--- src/hw/rtl/ahb_pkg.sv ---
// Shared types and constants for the axis homing with backoff block.
package ahb_pkg;

  localparam int unsigned PosW   = 32;
  localparam int unsigned TimeW  = 32;
  localparam int unsigned CountW = 16;
  localparam int unsigned CfgIdxW = 2;
  localparam int unsigned CfgDataW = 16;

  localparam int unsigned InDataW  = 40;  // 1 + 32 packed, padded to bytes
  localparam int unsigned OutDataW = 72;  // 1 + 1 + 2 + 1 + 32 + 32, padded

  localparam logic [CountW-1:0] BackoffReset  = 16'd100;
  localparam logic [CountW-1:0] DebounceReset = 16'd50;
  localparam logic [PosW-1:0]   MaxPosReset   = '1;

  // Configuration register indexes
  typedef enum logic [CfgIdxW-1:0] {
    CFG_LIMIT_KIND    = 2'd0,
    CFG_BACKOFF_STEPS = 2'd1,
    CFG_DEBOUNCE_MS   = 2'd2
  } cfg_idx_t;

  // Debouncer state
  typedef enum logic [1:0] {
    PRESS_OPEN = 2'd0,
    PRESS_WAIT = 2'd1,
    PRESS_HELD = 2'd2
  } press_t;

  // Reported homing phase
  typedef enum logic [1:0] {
    PHASE_SEEK    = 2'd0,
    PHASE_BACKOFF = 2'd1,
    PHASE_SET     = 2'd2
  } phase_t;

  typedef struct packed {
    logic              restart;
    logic              level;
    logic [TimeW-1:0]  now_ms;
  } poll_t;

  typedef struct packed {
    logic              limit_kind;
    logic [CountW-1:0] backoff_steps;
    logic [CountW-1:0] debounce_ms;
  } cfg_t;

  typedef struct packed {
    logic              step_pulse;
    logic              step_dir;
    phase_t            phase;
    logic              switch_active;
    logic [PosW-1:0]   position;
    logic [PosW-1:0]   axis_max;
  } result_t;

endpackage

--- src/hw/rtl/ahb_debounce.sv ---
// Latching debouncer for the active-low limit switch.
module ahb_debounce (
  input  logic                       clk,
  input  logic                       rst,
  input  logic                       en,
  input  ahb_pkg::poll_t             poll,
  input  logic [ahb_pkg::CountW-1:0] debounce_ms,
  output logic                       status_next
);

  ahb_pkg::press_t             press;
  ahb_pkg::press_t             press_next;
  logic [ahb_pkg::TimeW-1:0]   press_start;
  logic [ahb_pkg::TimeW-1:0]   press_start_next;
  logic                        status;
  logic [ahb_pkg::TimeW-1:0]   elapsed;
  logic                        held_long;

  assign elapsed   = poll.now_ms - press_start;
  assign held_long = elapsed > {{(ahb_pkg::TimeW - ahb_pkg::CountW){1'b0}}, debounce_ms};

  // Next state
  always_comb begin
    press_next       = press;
    press_start_next = press_start;
    if (!poll.restart) begin
      if (!poll.level) begin
        case (press)
          ahb_pkg::PRESS_OPEN: begin
            press_next       = ahb_pkg::PRESS_WAIT;
            press_start_next = poll.now_ms;
          end
          ahb_pkg::PRESS_WAIT: begin
            if (held_long) press_next = ahb_pkg::PRESS_HELD;
          end
          default: begin
            press_next = press;
          end
        endcase
      end else begin
        press_next = ahb_pkg::PRESS_OPEN;
      end
    end
  end

  // Debounced status
  always_comb begin
    status_next = status;
    if (!poll.restart) begin
      if (poll.level) begin
        status_next = 1'b0;
      end else if (press == ahb_pkg::PRESS_WAIT && held_long) begin
        status_next = 1'b1;
      end
    end
  end

  always_ff @(posedge clk) begin
    if (rst) begin
      press       <= ahb_pkg::PRESS_OPEN;
      press_start <= '0;
      status      <= 1'b0;
    end else if (en) begin
      press       <= press_next;
      press_start <= press_start_next;
      status      <= status_next;
    end
  end

endmodule

--- src/hw/rtl/ahb_sequencer.sv ---
// Seek, backoff and limit capture for one axis.
module ahb_sequencer (
  input  logic             clk,
  input  logic             rst,
  input  logic             en,
  input  logic             restart,
  input  logic             switch_on,
  input  ahb_pkg::cfg_t    cfg,
  output ahb_pkg::result_t result
);

  logic                       found;
  logic                       found_next;
  logic                       done;
  logic                       done_next;
  logic [ahb_pkg::CountW-1:0] backoff_left;
  logic [ahb_pkg::CountW-1:0] backoff_left_next;
  logic [ahb_pkg::PosW-1:0]   position;
  logic [ahb_pkg::PosW-1:0]   position_next;
  logic [ahb_pkg::PosW-1:0]   max_pos;
  logic [ahb_pkg::PosW-1:0]   max_pos_next;
  logic                       pulse;
  logic                       dir;
  logic [ahb_pkg::PosW-1:0]   stepped;

  assign stepped = dir ? position + ahb_pkg::PosW'(1) : position - ahb_pkg::PosW'(1);

  always_comb begin
    found_next        = found;
    done_next         = done;
    backoff_left_next = backoff_left;
    position_next     = position;
    max_pos_next      = max_pos;
    pulse             = 1'b0;
    dir               = 1'b0;
    if (restart) begin
      found_next = 1'b0;
      done_next  = 1'b0;
    end else if (!switch_on && !found) begin
      // seek toward the switch
      dir           = cfg.limit_kind;
      pulse         = 1'b1;
      position_next = stepped;
    end else if (switch_on && !found) begin
      // trip: load backoff, no step this poll
      found_next        = 1'b1;
      backoff_left_next = cfg.backoff_steps;
    end else if (found && !done) begin
      dir           = ~cfg.limit_kind;
      pulse         = 1'b1;
      position_next = stepped;
      if (backoff_left <= ahb_pkg::CountW'(1)) begin
        backoff_left_next = '0;
        done_next         = 1'b1;
        if (cfg.limit_kind) max_pos_next  = stepped;
        else                position_next = '0;
      end else begin
        backoff_left_next = backoff_left - ahb_pkg::CountW'(1);
      end
    end
  end

  always_comb begin
    result.step_pulse    = pulse;
    result.step_dir      = dir;
    result.switch_active = switch_on;
    result.position      = position_next;
    result.axis_max      = max_pos_next;
    if (done_next)       result.phase = ahb_pkg::PHASE_SET;
    else if (found_next) result.phase = ahb_pkg::PHASE_BACKOFF;
    else                 result.phase = ahb_pkg::PHASE_SEEK;
  end

  always_ff @(posedge clk) begin
    if (rst) begin
      found        <= 1'b0;
      done         <= 1'b0;
      backoff_left <= '0;
      position     <= '0;
      max_pos      <= ahb_pkg::MaxPosReset;
    end else if (en) begin
      found        <= found_next;
      done         <= done_next;
      backoff_left <= backoff_left_next;
      position     <= position_next;
      max_pos      <= max_pos_next;
    end
  end

endmodule

--- src/hw/rtl/axis_homing_with_backoff.sv ---
// Path: a poll word is taken into the poll register, then into the result register on m_tvalid.
// Throughput: one poll word per cycle while m_tready is high; the poll and result
//   registers run as a two-deep pipe, so the next word is taken while a result waits.
// Reset: synchronous, active high; clears both pipe stages, the debouncer, the
//   homing flags and position, sets axis_max to all ones and loads config defaults.
// Top level: homes one stepper axis against a limit switch, then backs off.
module axis_homing_with_backoff (
  input  logic                         clk,
  input  logic                         rst,
  // poll words
  input  logic                         s_tvalid,
  output logic                         s_tready,
  input  logic [ahb_pkg::InDataW-1:0]  s_tdata,   // switch_level, now_ms[31:0], zero pad
  input  logic                         s_tuser,   // mode (1 = restart homing)
  // result words
  output logic                         m_tvalid,
  input  logic                         m_tready,
  output logic [ahb_pkg::OutDataW-1:0] m_tdata,   // step_pulse, step_dir, phase[1:0],
                                                  // switch_active, position[31:0],
                                                  // axis_max[31:0], zero pad
  // configuration writes
  input  logic                         cfg_valid,
  output logic                         cfg_ready,
  input  logic [ahb_pkg::CfgIdxW-1:0]  cfg_index,
  input  logic [ahb_pkg::CfgDataW-1:0] cfg_data
);

  ahb_pkg::cfg_t    cfg;
  ahb_pkg::poll_t   poll;
  logic             poll_valid;
  logic             advance;
  logic             switch_on;
  ahb_pkg::result_t result;

  // Configuration registers; always ready.
  assign cfg_ready = 1'b1;

  always_ff @(posedge clk) begin
    if (rst) begin
      cfg.limit_kind    <= 1'b0;
      cfg.backoff_steps <= ahb_pkg::BackoffReset;
      cfg.debounce_ms   <= ahb_pkg::DebounceReset;
    end else if (cfg_valid) begin
      case (ahb_pkg::cfg_idx_t'(cfg_index))
        ahb_pkg::CFG_LIMIT_KIND:    cfg.limit_kind    <= cfg_data[0];
        ahb_pkg::CFG_BACKOFF_STEPS: cfg.backoff_steps <= cfg_data;
        ahb_pkg::CFG_DEBOUNCE_MS:   cfg.debounce_ms   <= cfg_data;
        default: ;  // unknown index: drop the write
      endcase
    end
  end

  // Poll register: advance into the result register when that slot is free
  // or being drained this cycle.
  assign advance  = poll_valid && (!m_tvalid || m_tready);
  assign s_tready = !poll_valid || advance;

  always_ff @(posedge clk) begin
    if (rst) begin
      poll_valid <= 1'b0;
    end else if (s_tready) begin
      poll_valid <= s_tvalid;
    end
  end

  always_ff @(posedge clk) begin
    if (s_tready && s_tvalid) begin
      poll.restart <= s_tuser;
      poll.level   <= s_tdata[0];
      poll.now_ms  <= s_tdata[ahb_pkg::TimeW:1];
    end
  end

  // Debounce, then sequence; state commits only as the word moves on.
  ahb_debounce u_debounce (
    .clk         (clk),
    .rst         (rst),
    .en          (advance),
    .poll        (poll),
    .debounce_ms (cfg.debounce_ms),
    .status_next (switch_on)
  );

  ahb_sequencer u_sequencer (
    .clk       (clk),
    .rst       (rst),
    .en        (advance),
    .restart   (poll.restart),
    .switch_on (switch_on),
    .cfg       (cfg),
    .result    (result)
  );

  // Result register: hold until taken.
  always_ff @(posedge clk) begin
    if (rst) begin
      m_tvalid <= 1'b0;
    end else if (advance) begin
      m_tvalid <= 1'b1;
    end else if (m_tready) begin
      m_tvalid <= 1'b0;
    end
  end

  always_ff @(posedge clk) begin
    if (advance) begin
      m_tdata <= {3'b000, result.axis_max, result.position, result.switch_active,
                  result.phase, result.step_dir, result.step_pulse};
    end
  end

endmodule
--- config.mk ---
export PLATFORM = sky130hd
export DESIGN_NAME = axis_homing_with_backoff
export DESIGN_NICKNAME = d
export VERILOG_FILES = /design/src/hw/rtl/ahb_pkg.sv /design/src/hw/rtl/ahb_debounce.sv /design/src/hw/rtl/ahb_sequencer.sv /design/src/hw/rtl/axis_homing_with_backoff.sv
export SDC_FILE = /design/constraint.sdc
export NUM_CORES = 1
export LEC_CHECK = 0
export BUFFER_PORTS_ARGS = -buffer_cell sky130_fd_sc_hd__buf_2
export CAP_MARGIN = 20
export CELL_PAD_IN_SITES_DETAIL_PLACEMENT = 0
export CELL_PAD_IN_SITES_GLOBAL_PLACEMENT = 1
export CORE_MARGIN = 3
export CORE_UTILIZATION = 45
export DETAILED_ROUTE_END_ITERATION = 6
export GPL_TIMING_DRIVEN = 0
export PLACE_DENSITY_LB_ADDON = 0.08
export SETUP_SLACK_MARGIN = 0.5
export SLEW_MARGIN = 0
export SYNTH_ARGS = -nofsm -noshare
export SYNTH_HDL_FRONTEND = slang
export SYNTH_SLANG_ARGS = --single-unit
--- constraint.sdc ---
create_clock -name clk -period 9.7 [get_ports clk]
set_input_delay 1.94 -clock clk [delete_from_list [all_inputs] [get_ports clk]]
set_output_delay 1.94 -clock clk [all_outputs]
set_load 0.05 [all_outputs]
* Word-level counts from Yosys, hierarchy flattened
Index checks and enable logic that the tools add are counted.
** Storage, ports and cells
- Bits in registers :: 255
- Output and inout port bits :: 75
- Bits of input ports :: 64
- Word-level logic and storage cells :: 97
** Cells by class
- Bitwise gates (word level) :: 4
- Muxes and demuxes :: 40
- Equality and inequality tests :: 4
- Add/subtract/negate cells :: 4
- Magnitude comparators :: 2
- Reductions and logical operators :: 24
** Operator list (number)
- 32-bit two-way mux :: 13
- 16-bit two-way mux :: 3
- 32-bit by 1-bit adder with 32-bit output, second input constant :: 1
- 32-bit by 16-bit greater-than comparator with 1-bit output :: 1
- 32-bit by 1-bit subtractor with 32-bit output, second input constant :: 1
- 32-bit subtractor :: 1
- 1-bit two-way mux :: 21
- 16-bit by 1-bit <= comparator with 1-bit output, second input constant :: 1
- 16-bit by 1-bit subtractor with 16-bit output, second input constant :: 1
- 4-bit AND reduction :: 3
- 1-bit logical AND :: 6
- 2-bit AND reduction :: 3
- 1-bit logical NOT :: 5
- 2-bit by 1-bit == test with 1-bit output, second input constant :: 2
- 2-bit logical NOT :: 2
- 2-bit two-way mux :: 2
- 1-bit inverter :: 4
- 2-bit case mux with 2 select lines :: 1
- 2-bit nonzero test :: 2
- 3-bit by 2-bit inequality test with 1-bit output, second input constant :: 1
- 3-bit nonzero test :: 1
- 2-bit == test, second input constant :: 1
- 1-bit logical OR :: 2

* Longest topological paths before layout
- Depth after elaboration :: 17
- Gate-level depth with buffers :: 34
- Depth with buffers taken out :: 34

* Cells and area by module
From an unflattened synthesis, not the netlist that was laid out.
** Second synthesis, totals
- Cells, all modules :: 1540
- Area total of the unflattened synthesis :: 14164.8 um^2
** By module, submodules not included
- ahb_sequencer :: area an instance 5803.1 um^2, cells each 739, seq. area each 1641.6 um^2, instances 1
- axis_homing_with_backoff :: area an instance 4616.9 um^2, cells each 253, seq. area each 3793.6 um^2, instances 1
- ahb_debounce :: area an instance 3744.8 um^2, cells each 548, seq. area each 700.7 um^2, instances 1

* Worst setup path after synthesis
No wires, ideal clock.
- Path kind :: register to register
- Start point :: register poll[1] (netlist name)
- End point :: register m_tdata[36] in the netlist's numbering (data pin)
- Required time :: 9444 ps
- Buffers on the path :: 0
- Stages on the path, launching flop included :: 32
- Setup time :: 256 ps
- Arrival :: 7279 ps
- Clock period less this slack :: 7536 ps
- Path slack :: 2164 ps
- Cells stage by stage :: edfxtp_1 > ha_1 > nor2b_1 > o2111a_1 > o21a_1 > nor2_1 > nand2_1 > a31oi_1 > xnor2_1 > ha_1 > a21o_1 > a21o_1 > a211oi_1 > a21oi_1 > nor4_2 > and4b_1 > a41oi_4 > a211oi_4 > nor2_1 > or3_1 > ha_1 > nand2_1 > o31ai_1 > o21ai_0 > a21oi_1 > o2111ai_1 > a21o_1 > a211o_1 > nand3_1 > o32ai_2 > or4b_1 > a22o_1
** RTL lines
- end signal, assigned :: line axis_homing_with_backoff.sv:107 : m_tdata <= {3'b000, result.axis_max, result.position, result.switch_active,
- end, declared :: line axis_homing_with_backoff.sv:18 : output logic [ahb_pkg::OutDataW-1:0] m_tdata,

==> results.md <==
- Outcome: complete, no violations
- Pwr Density: between 150 and 200 nW/um^2
- Cell Area, Placed: ~15000 sq um
- Reg-to-reg slack, setup: 1.19 ns
- Syn. warnings: 0
- Area of the die: 33610 sq um
- Hold Slack: 0.4515 ns
- Routing usage on met2: 0.4059
- CORE AREA: approximately 31000 sq um
- CP required: about 10 ns
- Avg Inst Size Synth: 8.945 sq um
- Post-Synthesis Cell Area: about 14000 sq um
- Critical Path Sink Type: flip-flop
- Slew margin rel.: 0.3129
- Initial Util: 0.4590
- Synth cell count leaders: nand2_1, a21oi_1, dfxtp_1
- Worst slack, placed: 0.6352 ns
- Site Rows: 64
- RSZ-0062 raised after global routing: false
- Tot Pwr: 3.213 mW
- Setup ws final: 1.190 ns
- Io pins: 139
- Ys flop type: dfxtp_1
- Slew Limit Fails: 0
- Initial drt markers: 793
- Worst min-delay path class: flip-flop to flip-flop
- Static leakage: 6.518 nW
- #FFs+latches synth: about 260
- Die height: 183.3 um
- Routed wire length: 40670 um
- Reg-to-reg endpoint: m_tdata[36]
- GR met1 Demand/Resource: 0.3273
- Routed vias: 12.20k
- Layout fillers: 2891
- Total of max-cap violations: 0
- Crit path largest cell delay: about 0.57 ns
- Final net count: about 1.9k
- Area added between synthesis and finish: 15.56%
- M3 GR Usage: 0.02916
- CP startpoint kind: flip-flop
- Vias per cell: 5.641
- Final ANT Viol Nets: 0
- Worst EP arrival: 8.82 ns
- Setup TNS: 0 ns
- Dpl cells: 2107
- Setup Viol. Count Final: 0
- Maximum clock rate: ~0.12 GHz
- Worst-path clk slew: 0.06 ns
- CTS Buf Count: 29
- CP Capture Point: m_tdata[36]
- Clock tree buffer depth: 3
- Clk Latency, worst-skew pair: 0.57 ns
- Fraction of registers with async set/reset: 0
- Minimum clock period: 8.510 ns
- Global Route Usage Sum: 0.2377
- First-pass GRT wire length: 64230 um
- Period utilisation layout: 0.8773
- DP HPWL: 30550 um
- Routed len/inst: roughly 19 um
- GP Congestion: 0.9248
- Global route overflow: 0
- R2r worst-path depth: 31
- Clk_skew: 0.01910 ns
- Kind of critical path: flip-flop to flip-flop
- CTS tree: yes
- Largest cells by area after synthesis: edfxtp_1, dfxtp_1, ha_1
- Crit path from: poll[1]
- Die X: 183.3 um
- Core Util, Final: 0.5304
- Largest net degree at the start of global routing: 50
- Port buffer count: roughly 130
- # DRC: 0
- Non-filler cells, final: 2163
- Top cell type's share of synthesized area: 0.2186
- Vias in the first global route: 11.71k
- Final hold violation count: 0
- Largest area contributor in the netlist: edfxtp_1
- Netlist cell types: 83
- GR peak layer: met2
- Register area share after synthesis: 0.4336
- Max VDD drop: 0.1504 mV
- Crit-path max FO: 32
- Number of flops mapped to enable cells by yosys: 103
- H-tree levels: 1
- Sink Count: 255
- Initial antenna violation count: 1
- FF-to-FF Start: poll[1]
- Count leader, synth: nand2_1
- Drt pass-1 iters: 5
- Worst Tran Pin Value: 1.021 ns
- Layout cells sized above 1: 0.1426
- Mapped Cells: 1582
- Diode count: 0
- Critical path's slowest cell: or3_4
- Design area: 16350 sq um
- Clock root cell: clkbuf_16
routing by layer:
metal	share of wire	vias to the layer above
li1	-	6000
met1	0.46	5875
met2	0.47	275
met3	0.044	50
met4	0.020	2
met5	0.00030	-
critical path: cells and delay by family (launching register included):
| kind | cells | cell delay [ns] |
|---|---|---|
| AO/OA/AOI/OAI | 17 | 3.74 |
| AND/OR/NAND/NOR | 10 | 2.73 |
| adder cells (fa/ha/maj) | 3 | 1.08 |
| flip-flops | 1 | 0.46 |
| XOR/XNOR | 1 | 0.20 |
cells by family after synthesis:
group,share of synthesized area
AND/OR/NAND/NOR,0.1756
AO/OA/AOI/OAI,0.1998
flip-flops,0.4336
buffers and inverters,0.04748
adder cells (fa/ha/maj),0.07268
XOR/XNOR,0.03342
multiplexers,0.03687
other,0.0005307
flip-flops by register name (all words and copies together), names as in the netlist:
signal                    count
poll                         34
u_debounce.press_start       32
poll_valid                    1
u_sequencer.position         32
u_sequencer.done              1
u_debounce.press              2
u_sequencer.found             1
u_debounce.status             1
u_sequencer.backoff_left     16
cfg                          33
m_tvalid                      1
m_tdata                      69
u_sequencer.max_pos          32
final cells by class:
cell class | instances | area (sq um) | share of cell area
inverter | 78 | 292.8 | 0.01790
tap | 396 | 495.5 | 0.03030
clock inverter | 20 | 242.7 | 0.01484
multi-input combinational | 1163 | 7376 | 0.4510
clock buffer | 34 | 754.5 | 0.04614
buffer | 88 | 382.9 | 0.02341
sequential | 255 | 6136 | 0.3752
timing repair buffer | 129 | 673.1 | 0.04116
placed cells by master (no fill, tap or decap), drive strengths merged, types with 9 or more instances in the layout:
cell type  netlist  layout
o21ai           63      63
a31oi           12      12
nor3            20      20
ha              79      79
edfxtp         103     103
mux2i           15      15
or3              9       9
o211ai          10      10
a22o            30      30
nor2           117     117
and2             9       9
mux2            33      33
nand4           19      19
o21a             9       9
a21oi          157     157
a21o            35      35
nor4            12      12
nand2          254     254
dfxtp          152     152
nor2b           11      11
nand2b          13      13
a22oi           30      30
clkinv           1      13
xor2            18      18
xnor2           36      36
clkbuf          65      99
nand3           43      43
buf             23     152
a211oi          22      22
inv             77      79
timing repair:
action,CTS,global route
setup endpoints to repair,0,11
gates resized for setup,0,4
hold buffers,0,0
setup buffers,0,2
worst min-delay path by stage:
stage | start | end | slack, ns | cells after the start
3_5_place_dp | u_debounce.press_start[19] | u_debounce.press_start[19] | 0.45 | 2
2_1_floorplan | cfg[16] | cfg[16] | 0.43 | 2
3_3_place_gp | u_debounce.press_start[6] | u_debounce.press_start[6] | 0.44 | 2
4_1_cts | u_debounce.press_start[19] | u_debounce.press_start[19] | 0.45 | 2
5_1_grt | u_debounce.press_start[6] | u_debounce.press_start[6] | 0.47 | 2
6_report | u_debounce.press_start[15] | u_debounce.press_start[15] | 0.45 | 2
where the power goes:
group	internal, mW	switching (mW)	total [mW]
combinational	0.305	0.536	0.841
sequential	1.19	0.0310	1.22
clock	0.691	0.458	1.15
Note: power is estimated with default switching activity, not from simulation.
